<file path="config.mk">
export PLATFORM = sky130hd
export DESIGN_NAME = multi_buffer_slot_lock_policy_core_flat
export DESIGN_NICKNAME = d
export VERILOG_FILES = /design/src/rtl/core/mbslp_pkg.sv /design/src/rtl/core/mbslp_req_if.sv /design/src/rtl/core/mbslp_rsp_if.sv /design/src/rtl/core/mbslp_mem.sv /design/src/rtl/core/mbslp_pick.sv /design/src/rtl/core/multi_buffer_slot_lock_policy_core.sv /design/src/flat_wrapper.sv
export VERILOG_INCLUDE_DIRS = /design/src /design/src/rtl/core
export SDC_FILE = /design/constraint.sdc
export NUM_CORES = 1
export LEC_CHECK = 0
export BUFFER_PORTS_ARGS = -buffer_cell sky130_fd_sc_hd__buf_2
export CORE_ASPECT_RATIO = 0.9
export CORE_MARGIN = 2
export CORE_UTILIZATION = 62
export DETAILED_ROUTE_END_ITERATION = 10
export PLACE_DENSITY = 0.8
export SYNTH_ARGS = -nofsm -noshare
export SYNTH_HDL_FRONTEND = slang
export SYNTH_SLANG_ARGS = --single-unit
</file>
<file path="constraint.sdc">
create_clock -name clk_i -period 7.3 [get_ports clk_i]
set_clock_uncertainty 0.2 [all_clocks]
set_input_delay 1.46 -clock clk_i [delete_from_list [all_inputs] [get_ports clk_i]]
set_output_delay 1.46 -clock clk_i [all_outputs]
set_load 0.02 [all_outputs]
</file>
<file path="src/rtl/core/multi_buffer_slot_lock_policy_core_macros.svh">
// ----------------------------------------------------------------------------
// Assertion macros for the slot lock policy core
// Shared helpers for clocked, reset-gated property checks.
// ----------------------------------------------------------------------------
`ifndef MULTI_BUFFER_SLOT_LOCK_POLICY_CORE_MACROS_SVH
`define MULTI_BUFFER_SLOT_LOCK_POLICY_CORE_MACROS_SVH

// same-cycle implication
`define MBSLP_ASSERT_NOW(lbl, ante, cons) \
  lbl: assert property (@(posedge clk_i) disable iff (!rst_ni) (ante) |-> (cons)) \
    else $error("mbslp check failed");

// next-cycle implication
`define MBSLP_ASSERT_NEXT(lbl, ante, cons) \
  lbl: assert property (@(posedge clk_i) disable iff (!rst_ni) (ante) |=> (cons)) \
    else $error("mbslp check failed");

`endif

</file>
<file path="src/rtl/core/mbslp_pkg.sv">
// ----------------------------------------------------------------------------
// mbslp_pkg
// Types and codes shared by the slot lock policy core.
// ----------------------------------------------------------------------------
`default_nettype none

package mbslp_pkg;

  localparam int NUM_SLOTS_DEF = 4;
  localparam int STAMP_W       = 64;

  localparam logic [1:0] ST_FREE    = 2'd0;
  localparam logic [1:0] ST_WRITING = 2'd1;
  localparam logic [1:0] ST_DATA    = 2'd2;
  localparam logic [1:0] ST_READING = 2'd3;

  localparam logic CMD_LOCK   = 1'b0;
  localparam logic CMD_UNLOCK = 1'b1;

  localparam logic [1:0] MODE_WR_NOOVR = 2'd0;
  localparam logic [1:0] MODE_WR_OLD   = 2'd1;
  localparam logic [1:0] MODE_RD_OLD   = 2'd2;
  localparam logic [1:0] MODE_RD_NEW   = 2'd3;

  typedef struct packed {
    logic [1:0]         status;
    logic [STAMP_W-1:0] stamp;
  } entry_t;

  typedef struct packed {
    logic clear;
    logic eval;
    logic newest;
  } pick_ctrl_t;

endpackage

`default_nettype wire

</file>
<file path="src/rtl/core/mbslp_req_if.sv">
// ----------------------------------------------------------------------------
// mbslp_req_if
// Command channel: lock or unlock request with valid/ready.
// ----------------------------------------------------------------------------
`default_nettype none

interface mbslp_req_if;
  logic       valid;
  logic       ready;
  logic       cmd;
  logic [1:0] lock_mode;
  logic [1:0] slot_index;

  modport source (output valid, output cmd, output lock_mode, output slot_index,
                  input ready);
  modport sink   (input valid, input cmd, input lock_mode, input slot_index,
                  output ready);
endinterface

`default_nettype wire

</file>
<file path="src/rtl/core/mbslp_rsp_if.sv">
// ----------------------------------------------------------------------------
// mbslp_rsp_if
// Result channel: grant, slot and stamp with valid/ready.
// ----------------------------------------------------------------------------
`default_nettype none

interface mbslp_rsp_if;
  logic        valid;
  logic        ready;
  logic        granted;
  logic [1:0]  chosen_slot;
  logic [63:0] slot_stamp;

  modport source (output valid, output granted, output chosen_slot, output slot_stamp,
                  input ready);
  modport sink   (input valid, input granted, input chosen_slot, input slot_stamp,
                  output ready);
endinterface

`default_nettype wire

</file>
<file path="src/rtl/core/mbslp_mem.sv">
// ----------------------------------------------------------------------------
// mbslp_mem
// Slot table: status and stamp per slot, one write and one registered read
// port. Per-entry valid bits give the reset value of unwritten slots.
// ----------------------------------------------------------------------------
`default_nettype none

module mbslp_mem #(
  parameter int NUM_SLOTS = 4,
  parameter int IDX_W     = 2
) (
  input  wire                  clk_i,
  input  wire                  rst_ni,
  input  wire                  rd_en_i,
  input  wire [IDX_W-1:0]      rd_addr_i,
  output mbslp_pkg::entry_t    rd_entry_o,
  input  wire                  wr_en_i,
  input  wire [IDX_W-1:0]      wr_addr_i,
  input  wire mbslp_pkg::entry_t wr_entry_i
);
  import mbslp_pkg::*;

  entry_t               mem_q [NUM_SLOTS];
  logic [NUM_SLOTS-1:0] vld_q;
  entry_t               rd_q;
  logic                 rd_vld_q;

  always_ff @(posedge clk_i) begin
    if (wr_en_i) begin
      mem_q[wr_addr_i] <= wr_entry_i;
    end
    if (rd_en_i) begin
      rd_q <= mem_q[rd_addr_i];
    end
  end

  always_ff @(posedge clk_i or negedge rst_ni) begin
    if (!rst_ni) begin
      vld_q    <= '0;
      rd_vld_q <= 1'b0;
    end else begin
      if (wr_en_i) begin
        vld_q[wr_addr_i] <= 1'b1;
      end
      if (rd_en_i) begin
        rd_vld_q <= vld_q[rd_addr_i];
      end
    end
  end

  // unwritten slot reads as free with stamp zero
  assign rd_entry_o = rd_vld_q ? rd_q : '0;

endmodule

`default_nettype wire

</file>
<file path="src/rtl/core/mbslp_pick.sv">
// ----------------------------------------------------------------------------
// mbslp_pick
// Scan accumulator: first free slot and the oldest or newest data slot,
// one table entry per cycle while eval is set.
// ----------------------------------------------------------------------------
`default_nettype none

module mbslp_pick #(
  parameter int NUM_SLOTS = 4,
  parameter int IDX_W     = 2
) (
  input  wire                        clk_i,
  input  wire                        rst_ni,
  input  wire mbslp_pkg::pick_ctrl_t ctrl_i,
  input  wire [IDX_W-1:0]            addr_i,
  input  wire mbslp_pkg::entry_t     entry_i,
  output logic                       free_found_o,
  output logic [IDX_W-1:0]           free_idx_o,
  output logic                       data_found_o,
  output logic [IDX_W-1:0]           best_idx_o,
  output logic [mbslp_pkg::STAMP_W-1:0] best_stamp_o
);
  import mbslp_pkg::*;

  logic                free_found_q, data_found_q;
  logic [IDX_W-1:0]    free_idx_q, best_idx_q;
  logic [STAMP_W-1:0]  best_stamp_q;
  logic                take_free, take_data, better;

  assign better    = ctrl_i.newest ? (entry_i.stamp > best_stamp_q)
                                   : (entry_i.stamp < best_stamp_q);
  assign take_free = ctrl_i.eval && !free_found_q && (entry_i.status == ST_FREE);
  assign take_data = ctrl_i.eval && (entry_i.status == ST_DATA) && (!data_found_q || better);

  always_ff @(posedge clk_i or negedge rst_ni) begin
    if (!rst_ni) begin
      free_found_q <= 1'b0;
      data_found_q <= 1'b0;
    end else if (ctrl_i.clear) begin
      free_found_q <= 1'b0;
      data_found_q <= 1'b0;
    end else begin
      if (take_free) free_found_q <= 1'b1;
      if (take_data) data_found_q <= 1'b1;
    end
  end

  always_ff @(posedge clk_i) begin
    if (take_free) begin
      free_idx_q <= addr_i;
    end
    if (take_data) begin
      best_idx_q   <= addr_i;
      best_stamp_q <= entry_i.stamp;
    end
  end

  assign free_found_o = free_found_q;
  assign free_idx_o   = free_idx_q;
  assign data_found_o = data_found_q;
  assign best_idx_o   = best_idx_q;
  assign best_stamp_o = best_stamp_q;

endmodule

`default_nettype wire

</file>
<file path="src/rtl/core/multi_buffer_slot_lock_policy_core.sv">
// ----------------------------------------------------------------------------
// multi_buffer_slot_lock_policy_core
// Slot lock policy for a multi-buffer exchange. Slot status and write stamps
// live in a table with a registered read port. An unlock reads the slot,
// then writes it back and loads the result register. A lock reads every
// slot in turn through the scan accumulator, waits for the last read to
// return, then decides: it writes the granted slot and loads the result
// register. One command is in flight at a time; the result register lets
// the next command in while a result waits.
// ----------------------------------------------------------------------------
`default_nettype none
`include "multi_buffer_slot_lock_policy_core_macros.svh"

module multi_buffer_slot_lock_policy_core #(
  parameter int NUM_SLOTS = mbslp_pkg::NUM_SLOTS_DEF
) (
  input  wire          clk_i,
  input  wire          rst_ni,
  mbslp_req_if.sink    in_i,
  mbslp_rsp_if.source  out_o
);
  import mbslp_pkg::*;

  localparam int               IDX_W = (NUM_SLOTS > 1) ? $clog2(NUM_SLOTS) : 1;
  localparam logic [IDX_W-1:0] LAST  = IDX_W'(NUM_SLOTS - 1);

  localparam logic [1:0] S_IDLE   = 2'd0;
  localparam logic [1:0] S_SCAN   = 2'd1;
  localparam logic [1:0] S_DECIDE = 2'd2;
  localparam logic [1:0] S_UNLK   = 2'd3;

  logic [1:0]          state_q, state_d;
  logic [1:0]          mode_q;
  logic [IDX_W-1:0]    idx_q;
  logic                oor_q;
  logic [IDX_W-1:0]    cnt_q, cnt_d;
  logic                iss_q, iss_d;
  logic                rv_q;
  logic [IDX_W-1:0]    raddr_q;
  logic [STAMP_W-1:0]  ctr_q;

  logic                out_valid_q, out_granted_q;
  logic [1:0]          out_slot_q;
  logic [STAMP_W-1:0]  out_stamp_q;

  logic                in_xfer, out_free, commit;
  logic                rd_en, wr_en, ctr_en;
  logic [IDX_W-1:0]    rd_addr, wr_addr;
  entry_t              rd_entry, wr_entry;
  logic                res_granted;
  logic [IDX_W-1:0]    res_idx;
  logic [STAMP_W-1:0]  res_stamp, ctr_inc;
  pick_ctrl_t          pick_ctrl;
  logic                free_found, data_found;
  logic [IDX_W-1:0]    free_idx, best_idx;
  logic [STAMP_W-1:0]  best_stamp;
  logic                do_free, do_data, wr_lock;

  assign in_i.ready = (state_q == S_IDLE);
  assign in_xfer    = in_i.valid && in_i.ready;
  assign out_free   = !out_valid_q || out_o.ready;
  assign ctr_inc    = ctr_q + STAMP_W'(1);

  assign do_free = (mode_q == MODE_WR_NOOVR || mode_q == MODE_WR_OLD) && free_found;
  assign do_data = !do_free && (mode_q != MODE_WR_NOOVR) && data_found;
  assign wr_lock = do_free || (do_data && mode_q == MODE_WR_OLD);

  assign pick_ctrl.clear  = in_xfer;
  assign pick_ctrl.eval   = (state_q == S_SCAN) && rv_q;
  assign pick_ctrl.newest = (mode_q == MODE_RD_NEW);

  always_comb begin
    state_d     = state_q;
    cnt_d       = cnt_q;
    iss_d       = iss_q;
    rd_en       = 1'b0;
    rd_addr     = cnt_q;
    wr_en       = 1'b0;
    wr_addr     = idx_q;
    wr_entry    = '0;
    ctr_en      = 1'b0;
    commit      = 1'b0;
    res_granted = 1'b0;
    res_idx     = '0;
    res_stamp   = '0;
    case (state_q)
      S_IDLE: begin
        if (in_xfer) begin
          rd_en = 1'b1;
          if (in_i.cmd == CMD_UNLOCK) begin
            rd_addr = IDX_W'(in_i.slot_index);
            state_d = S_UNLK;
          end else begin
            rd_addr = '0;
            cnt_d   = IDX_W'(1);
            iss_d   = 1'b1;
            state_d = S_SCAN;
          end
        end
      end
      S_SCAN: begin
        if (iss_q) begin
          rd_en = 1'b1;
          if (cnt_q == LAST) iss_d = 1'b0;
          else cnt_d = cnt_q + IDX_W'(1);
        end
        if (rv_q && raddr_q == LAST) state_d = S_DECIDE;
      end
      S_DECIDE: begin
        if (out_free) begin
          commit  = 1'b1;
          state_d = S_IDLE;
          if (do_free || do_data) begin
            wr_en       = 1'b1;
            res_granted = 1'b1;
            wr_addr     = do_free ? free_idx : best_idx;
            res_idx     = wr_addr;
            if (wr_lock) begin
              ctr_en   = 1'b1;
              wr_entry = '{status: ST_WRITING, stamp: ctr_inc};
              res_stamp = ctr_inc;
            end else begin
              wr_entry  = '{status: ST_READING, stamp: best_stamp};
              res_stamp = best_stamp;
            end
          end
        end
      end
      S_UNLK: begin
        if (out_free) begin
          commit  = 1'b1;
          state_d = S_IDLE;
          if (!oor_q) begin
            wr_en           = 1'b1;
            wr_entry.stamp  = rd_entry.stamp;
            wr_entry.status = (rd_entry.status == ST_READING) ? ST_FREE : ST_DATA;
            res_granted     = 1'b1;
            res_idx         = idx_q;
            res_stamp       = rd_entry.stamp;
          end
        end
      end
      default: state_d = S_IDLE;
    endcase
  end

  always_ff @(posedge clk_i or negedge rst_ni) begin
    if (!rst_ni) begin
      state_q     <= S_IDLE;
      cnt_q       <= '0;
      iss_q       <= 1'b0;
      rv_q        <= 1'b0;
      ctr_q       <= '0;
      out_valid_q <= 1'b0;
    end else begin
      state_q <= state_d;
      cnt_q   <= cnt_d;
      iss_q   <= iss_d;
      rv_q    <= rd_en && (state_d == S_SCAN);
      if (ctr_en) ctr_q <= ctr_inc;
      if (commit) out_valid_q <= 1'b1;
      else if (out_o.ready) out_valid_q <= 1'b0;
    end
  end

  always_ff @(posedge clk_i) begin
    raddr_q <= rd_addr;
    if (in_xfer) begin
      mode_q <= in_i.lock_mode;
      idx_q  <= IDX_W'(in_i.slot_index);
      oor_q  <= (32'(in_i.slot_index) >= NUM_SLOTS);
    end
    if (commit) begin
      out_granted_q <= res_granted;
      out_slot_q    <= 2'(res_idx);
      out_stamp_q   <= res_stamp;
    end
  end

  assign out_o.valid       = out_valid_q;
  assign out_o.granted     = out_granted_q;
  assign out_o.chosen_slot = out_slot_q;
  assign out_o.slot_stamp  = out_stamp_q;

  mbslp_mem #(
    .NUM_SLOTS (NUM_SLOTS),
    .IDX_W     (IDX_W)
  ) u_mem (
    .clk_i      (clk_i),
    .rst_ni     (rst_ni),
    .rd_en_i    (rd_en),
    .rd_addr_i  (rd_addr),
    .rd_entry_o (rd_entry),
    .wr_en_i    (wr_en),
    .wr_addr_i  (wr_addr),
    .wr_entry_i (wr_entry)
  );

  mbslp_pick #(
    .NUM_SLOTS (NUM_SLOTS),
    .IDX_W     (IDX_W)
  ) u_pick (
    .clk_i        (clk_i),
    .rst_ni       (rst_ni),
    .ctrl_i       (pick_ctrl),
    .addr_i       (raddr_q),
    .entry_i      (rd_entry),
    .free_found_o (free_found),
    .free_idx_o   (free_idx),
    .data_found_o (data_found),
    .best_idx_o   (best_idx),
    .best_stamp_o (best_stamp)
  );

  `MBSLP_ASSERT_NOW(a_reject_zero, out_o.valid && !out_o.granted, out_o.chosen_slot == 2'd0 && out_o.slot_stamp == '0)
  `MBSLP_ASSERT_NEXT(a_one_in_flight, in_xfer, !in_i.ready)
  `MBSLP_ASSERT_NEXT(a_ctr_step, ctr_en, ctr_q == $past(ctr_q) + STAMP_W'(1))
  `MBSLP_ASSERT_NOW(a_no_rw_overlap, wr_en, !rd_en)

endmodule

`default_nettype wire

</file>
<file path="src/flat_wrapper.sv">
// flat-port wrapper written by rule: the top's interface ports become plain ports
module multi_buffer_slot_lock_policy_core_flat import mbslp_pkg::*;
#(
  parameter int NUM_SLOTS = mbslp_pkg::NUM_SLOTS_DEF
)
  (clk_i, rst_ni, in_i_valid, in_i_cmd, in_i_lock_mode, in_i_slot_index, in_i_ready, out_o_valid, out_o_granted, out_o_chosen_slot, out_o_slot_stamp, out_o_ready);
  mbslp_req_if in_i_i ();
  mbslp_rsp_if out_o_i ();
  input  wire clk_i;
  input  wire rst_ni;
  input wire logic [$bits(in_i_i.valid)-1:0] in_i_valid;
  input wire logic [$bits(in_i_i.cmd)-1:0] in_i_cmd;
  input wire logic [$bits(in_i_i.lock_mode)-1:0] in_i_lock_mode;
  input wire logic [$bits(in_i_i.slot_index)-1:0] in_i_slot_index;
  output wire logic [$bits(in_i_i.ready)-1:0] in_i_ready;
  output wire logic [$bits(out_o_i.valid)-1:0] out_o_valid;
  output wire logic [$bits(out_o_i.granted)-1:0] out_o_granted;
  output wire logic [$bits(out_o_i.chosen_slot)-1:0] out_o_chosen_slot;
  output wire logic [$bits(out_o_i.slot_stamp)-1:0] out_o_slot_stamp;
  input wire logic [$bits(out_o_i.ready)-1:0] out_o_ready;
  assign in_i_i.valid = in_i_valid;
  assign in_i_i.cmd = in_i_cmd;
  assign in_i_i.lock_mode = in_i_lock_mode;
  assign in_i_i.slot_index = in_i_slot_index;
  assign in_i_ready = in_i_i.ready;
  assign out_o_valid = out_o_i.valid;
  assign out_o_granted = out_o_i.granted;
  assign out_o_chosen_slot = out_o_i.chosen_slot;
  assign out_o_slot_stamp = out_o_i.slot_stamp;
  assign out_o_i.ready = out_o_ready;
  multi_buffer_slot_lock_policy_core #(.NUM_SLOTS(NUM_SLOTS)) u_core (.clk_i(clk_i), .rst_ni(rst_ni), .in_i(in_i_i), .out_o(out_o_i));
endmodule
</file>
## Word-level counts from Yosys, hierarchy flattened

Memories as Yosys holds them, arrays and structs flattened. A register that Yosys moved wholly into a read port is not among the register bits.
Index checks and enable logic that the tools add are counted.

| cells by class | value |
|---|---|
| order comparisons | 5 |
| mux-type cells | 63 |
| $add $sub $neg | 2 |
| eq/ne operators | 14 |
| reduce and logical (&&, ||, !) cells | 33 |
| bitwise logic cells | 1 |

Operators by type and width:

| cell | number |
|---|---|
| 2-to-1 mux 66 bit | 5 |
| 2-to-1 mux 64 bit | 4 |
| one-hot mux 66 bit (2 select lines) | 1 |
| one-hot mux 64 bit (2 select lines) | 1 |
| adder 64 x 1 -> 64 bit, second input constant | 1 |
| greater-than comparator 64 bit | 1 |
| less-than comparator 64 bit | 1 |
| 2-to-1 mux 2 bit | 19 |
| 2-to-1 mux 1 bit | 25 |
| == test 2 bit, second input constant | 7 |
| logical AND 1 bit | 13 |
| nonzero test 2 bit | 5 |
| one-hot mux 2 bit (2 select lines) | 2 |
| == test 2 x 1 -> 1 bit, second input constant | 3 |
| logical NOT 2 bit | 3 |
| less-than comparator 2 x 3 -> 1 bit, second input constant | 2 |
| inequality test 2 bit, second input constant | 3 |
| one-hot mux 1 bit (2 select lines) | 3 |
| one-hot mux 2 bit (3 select lines) | 1 |
| logical OR 1 bit | 5 |
| AND reduction 5 bit | 1 |
| logical NOT 1 bit | 4 |
| bitwise OR 4 bit | 1 |
| AND reduction 3 bit | 1 |
| other kinds (6) | 6 |

| storage, ports and cells | value |
|---|---|
| input port bits | 9 |
| word-level logic and storage cells | 138 |
| memories kept | 1 |
| RAM bits | 264 |
| bits in registers | 219 |

Memories:

| name | words | bits a word | read ports | clocked after memory_dff | write ports | line | source |
|---|---|---|---|---|---|---|---|
| u_core.u_mem.mem_q | 4 | 66 | 1 | 1 | 1 | mbslp_mem.sv:23 | `entry_t mem_q [NUM_SLOTS];` |

## Depth between registers and ports, before layout

| depth | value |
|---|---|
| word-level depth | 15 |
| mapped depth | 11 |
| gate-level depth less buffers | 9 |

## Modules after synthesis

A second synthesis with hierarchy kept.

| second synthesis, totals | value |
|---|---|
| cells, all modules | 1583 |
| area total of the unflattened synthesis | 23904.2 µm² |

Modules (own cells, without submodules):

| module | area an instance (µm²) | instances | cells an instance |
|---|---|---|---|
| mbslp_mem | 12194.2 | 1 | 505 |
| multi_buffer_slot_lock_policy_core | 7875.1 | 1 | 768 |
| mbslp_pick | 3834.9 | 1 | 310 |

## Worst setup path before layout

OpenSTA, ideal clock, no wires.

| timing | value |
|---|---|
| kind | reg2reg |
| start point | register u_core.u_mem.rd_vld_q |
| end point | register u_core.u_pick.best_idx_q[0] (netlist: u_core.u_pick.best_idx_o[0]), enable pin |
| clock period less this slack | 6.732 ns |
| path slack | 0.568 ns |
| arrival | 6.013 ns |
| cell stages (with the launch flop) | 11 |
| cells stage by stage | dfrtp_1 > clkbuf_1 > clkbuf_1 > and2_1 > ha_1 > nand4_1 > nor4_1 > nand4_1 > or4_1 > o211ai_1 > mux2i_1 |

RTL lines:

| what | line | source |
|---|---|---|
| start, declared | mbslp_mem.sv:26 | `logic rd_vld_q;` |
| start signal, assigned | mbslp_mem.sv:46 | `rd_vld_q <= vld_q[rd_addr_i];` |
| end signal, assigned | mbslp_pick.sv:53 | `best_idx_q <= addr_i;` |
| end, declared | mbslp_pick.sv:26 | `logic [IDX_W-1:0] free_idx_q, best_idx_q;` |

==> flow_metrics.py <==
metrics = {
    "setup_path": {
        "critical_path_arrival_ns": 5.02,
        "critPathLaunchType": "flip-flop",
        "r2r_slack_ns": 2.30,
        "max_stage_delay_ns": 1.02,
        "slowest_stage": "dfrtp_1",
        "worstSetupPathType": "reg2reg",
        "cpLargestDelayFamily": "simple AND/OR/NAND/NOR gates",
        "crit_buf_inv": 2,
        "critPathMaxFanout": 66,
        "r2r_start": "u_core.u_mem.rd_vld_q",
        "path_cells": "buf_4 > and2_1 > ha_1 > nand4_1 > nor2_1 > nand4_1 > or4_1 > o211ai_1 > mux2i_4 > buf_4",
        "worst_setup_path_end_kind": "flip-flop",
        "required_ns": 7.32,
        "regToRegEndpoint": "u_core.u_pick.best_stamp_o[4]",
        "reg2reg_depth": 10,
    },
    "floorplan": {
        "die-area_sq_um": 39900,
        "coreArea_sq_um": 37500,
        "rows": 67,
        "start_util_pct": 63.3,
        "ioPinCount": 78,
        "die_x_microns": 210,
        "die_h_microns": 190,
    },
    "sta": {
        "post-route-period-util_pct": 68.5,
        "rsz0062_at_grt": "false",
        "setup_viol": 0,
        "period_needed_ns": 5.00,
        "fmax_mhz": 200,
        "tightest_slew_ns": 1.25,
        "tns_ns": 0,
        "hold_viol": 0,
        "slew_headroom_pct": 16.8,
        "slew_viol_final": 0,
    },
    "power": {
        "leakagePower_nw": 10.0,
        "peakVddDrop_mv": 0.489,
        "power.density_nw_per_um2": 374,
        "design_power_total_w": 0.00984,
    },
    "final_layout": {
        "drive_above_1_share_pct": 11.1,
        "syn_to_final_growth_pct": 11.0,
        "final_util_pct": 70.3,
        "num_antenna_cells": 0,
        "nets": 2006,
    },
    "worst_hold_path": {
        "hold_path_end": "u_core.u_mem.vld_q[0]",
        "hold_depth": 1,
        "hold_path_class": "reg2reg",
        "worstHoldStart": "u_core.u_mem.vld_q[0]",
    },
    "detailed_routing": {
        "dr.pass1.iters": 5,
        "drt_iter0_drc": 1495,
        "vias": 15100,
        "route.detailed.drc": 0,
        "final_antenna_net_count": 0,
        "routedWlPerCell_microns": 20.6,
        "vias_per_cell": 6.16,
        "wl_mm": 50.6,
    },
    "global_routing": {
        "grt_pass1_wl_mm": 80.5,
        "grt.total_usage_pct": 25.8,
        "grt-ovfl-total": 0,
        "first_global_vias": 15000,
        "grt_max_degree": 94,
        "antenna_found_initial": 1,
    },
    "synthesis": {
        "synth_ff_type": "edfxtp_1",
        "syn_area_per_cell_sq_um": 12.7,
        "netlist_instances": 1871,
        "yosysTopAreaCell": "edfxtp_1",
        "synth-seq-area-share_pct": 67.7,
        "yosysWarnings": 0,
        "synth-edff-count": 469,
        "synth_nets": 1944,
        "ys_ff_latch": 549,
        "synth_cell_types": 61,
        "synth_top_cell_area_share_pct": 59.3,
        "syn_area_sq_um": 23700,
        "yosys-top-cells-count": "edfxtp_1, nand2_1, inv_1, and3_1, dfrtp_1",
        "async_reset_ff_share_pct": 14.2,
        "synth_most_common_cell": "edfxtp_1",
        "synth.area.top_cells": "edfxtp_1, dfrtp_1, nand2_1, ha_1, xnor2_1",
    },
    "clocking": {
        "cts_resized": 0,
        "clk_pin_slew_ns": 0.06,
        "clock_sinks": 549,
        "cts_setup_buffers": 0,
        "cts_buffer_depth": 3,
        "htree_levels": 2,
        "cts_tree": "yes",
        "cts_buffers": 53,
        "cts_root_buf": "clkbuf_16",
        "cts_hold_buf": 0,
        "clock_latency_ns": 0.60,
    },
    "placement": {
        "io_buffers": 77,
        "gp_congestion": 0.853,
        "hpwl_mm": 29.8,
    },
    "flow_run": {
        "cap_violations": 0,
    },
    "run_status": {
        "outcome": "finished clean",
    },
}
layout make-up:
cell class                 count  area [sq um]
inverter                      81           307
clock inverter                27           284
tap                          483           604
timing repair buffer          95           523
fill                        2447         11100
multi-input combinational   1153          7070
sequential                   549         16100
clock buffer                  72          1480
cell families after synthesis:
logic type | Yosys count | synth area share, %
and+or+nand+nor | 688 | 14.1
xor gates and xnor gates | 125 | 4.61
adders and majority gates | 65 | 3.42
buffers and inverters | 169 | 2.78
DFF | 549 | 67.7
AOI/OAI and AO/OA | 267 | 7.00
muxes | 8 | 0.343
how the worst max path moves through the flow:
stage                          startpoint                             end  slack [ns]  cells past startpoint
floorplan           u_core.u_mem.rd_vld_q     u_core.u_pick.best_idx_o[0]        0.57                     10
global placement    u_core.u_mem.rd_vld_q  u_core.u_pick.best_stamp_o[52]        2.58                     10
detailed placement  u_core.u_mem.rd_vld_q   u_core.u_pick.best_stamp_o[4]        2.41                     10
CTS                 u_core.u_mem.rd_vld_q  u_core.u_pick.best_stamp_o[34]        2.37                     10
global route        u_core.u_mem.rd_vld_q  u_core.u_pick.best_stamp_o[41]        2.05                     10
finish              u_core.u_mem.rd_vld_q   u_core.u_pick.best_stamp_o[4]        2.30                     10
registers in the layout (all words and copies together) (netlist names), 2 cells and up:
name	cells
u_core.u_pick.best_idx_o	2
u_core.u_pick.free_idx_o	2
u_core.u_mem.mem_q	264
u_core.u_mem.rd_q	66
u_core.cnt_q	2
u_core.u_pick.best_stamp_o	64
u_core.idx_q	2
u_core.u_mem.vld_q	4
u_core.raddr_q	2
u_core.ctr_q	64
u_core.mode_q	2
u_core.out_o.chosen_slot	2
u_core.out_o.slot_stamp	64
u_core.state_q	2
per-stage QoR:
stage | instance area (sq um) | setup WS (ns) | std cells | hold slack [ns]
global placement | 24600 | 2.58 | 2361 | 0.235
finish | 26300 | 2.30 | 2460 | 0.262
floorplan | 23700 | 0.568 | 1871 | 0.225
detailed placement | 24600 | 2.41 | 2361 | 0.246
CTS | 26300 | 2.37 | 2460 | 0.262
global route | 26300 | 2.05 | 2460 | 0.276
power breakdown:
| part | internal, W | switching (W) | leakage, nW |
|---|---|---|---|
| Sequential | 0.00422 | 0.000207 | 5.43 |
| Combinational | 0.000821 | 0.00182 | 3.75 |
| Clock | 0.00163 | 0.00115 | 0.857 |
| Total | 0.00667 | 0.00318 | 10.0 |
cell usage in the layout, fill, tap and decap left out, drive strengths merged, types with 4 or more instances in the layout:
cell type  instances
bufinv             6
a31oi             68
o21ai             81
or2               10
xnor2             67
clkbuf            72
edfxtp           469
and2              65
dfrtp             78
o211ai             8
mux2i              7
ha                64
a21o               6
clkinv            17
nor4               8
a21oi             28
buf               95
and4               7
nand4             28
and3              79
a22oi             62
inv               83
nand2            339
xor2              58
nor3              22
a211oi             4
nor2              79
or4                7
nor2b              4
or3                4
nand3             32
layer usage:
metal	part of all wire (%)	up-vias	GRT usage [%]
li1	-	6874	-
met1	44	7569	37.7
met2	46	612	40.3
met3	7.1	92	3.91
met4	2.5	0	9.00
met5	0	-	0
No activity file was read; power rests on OpenSTA's default activity.
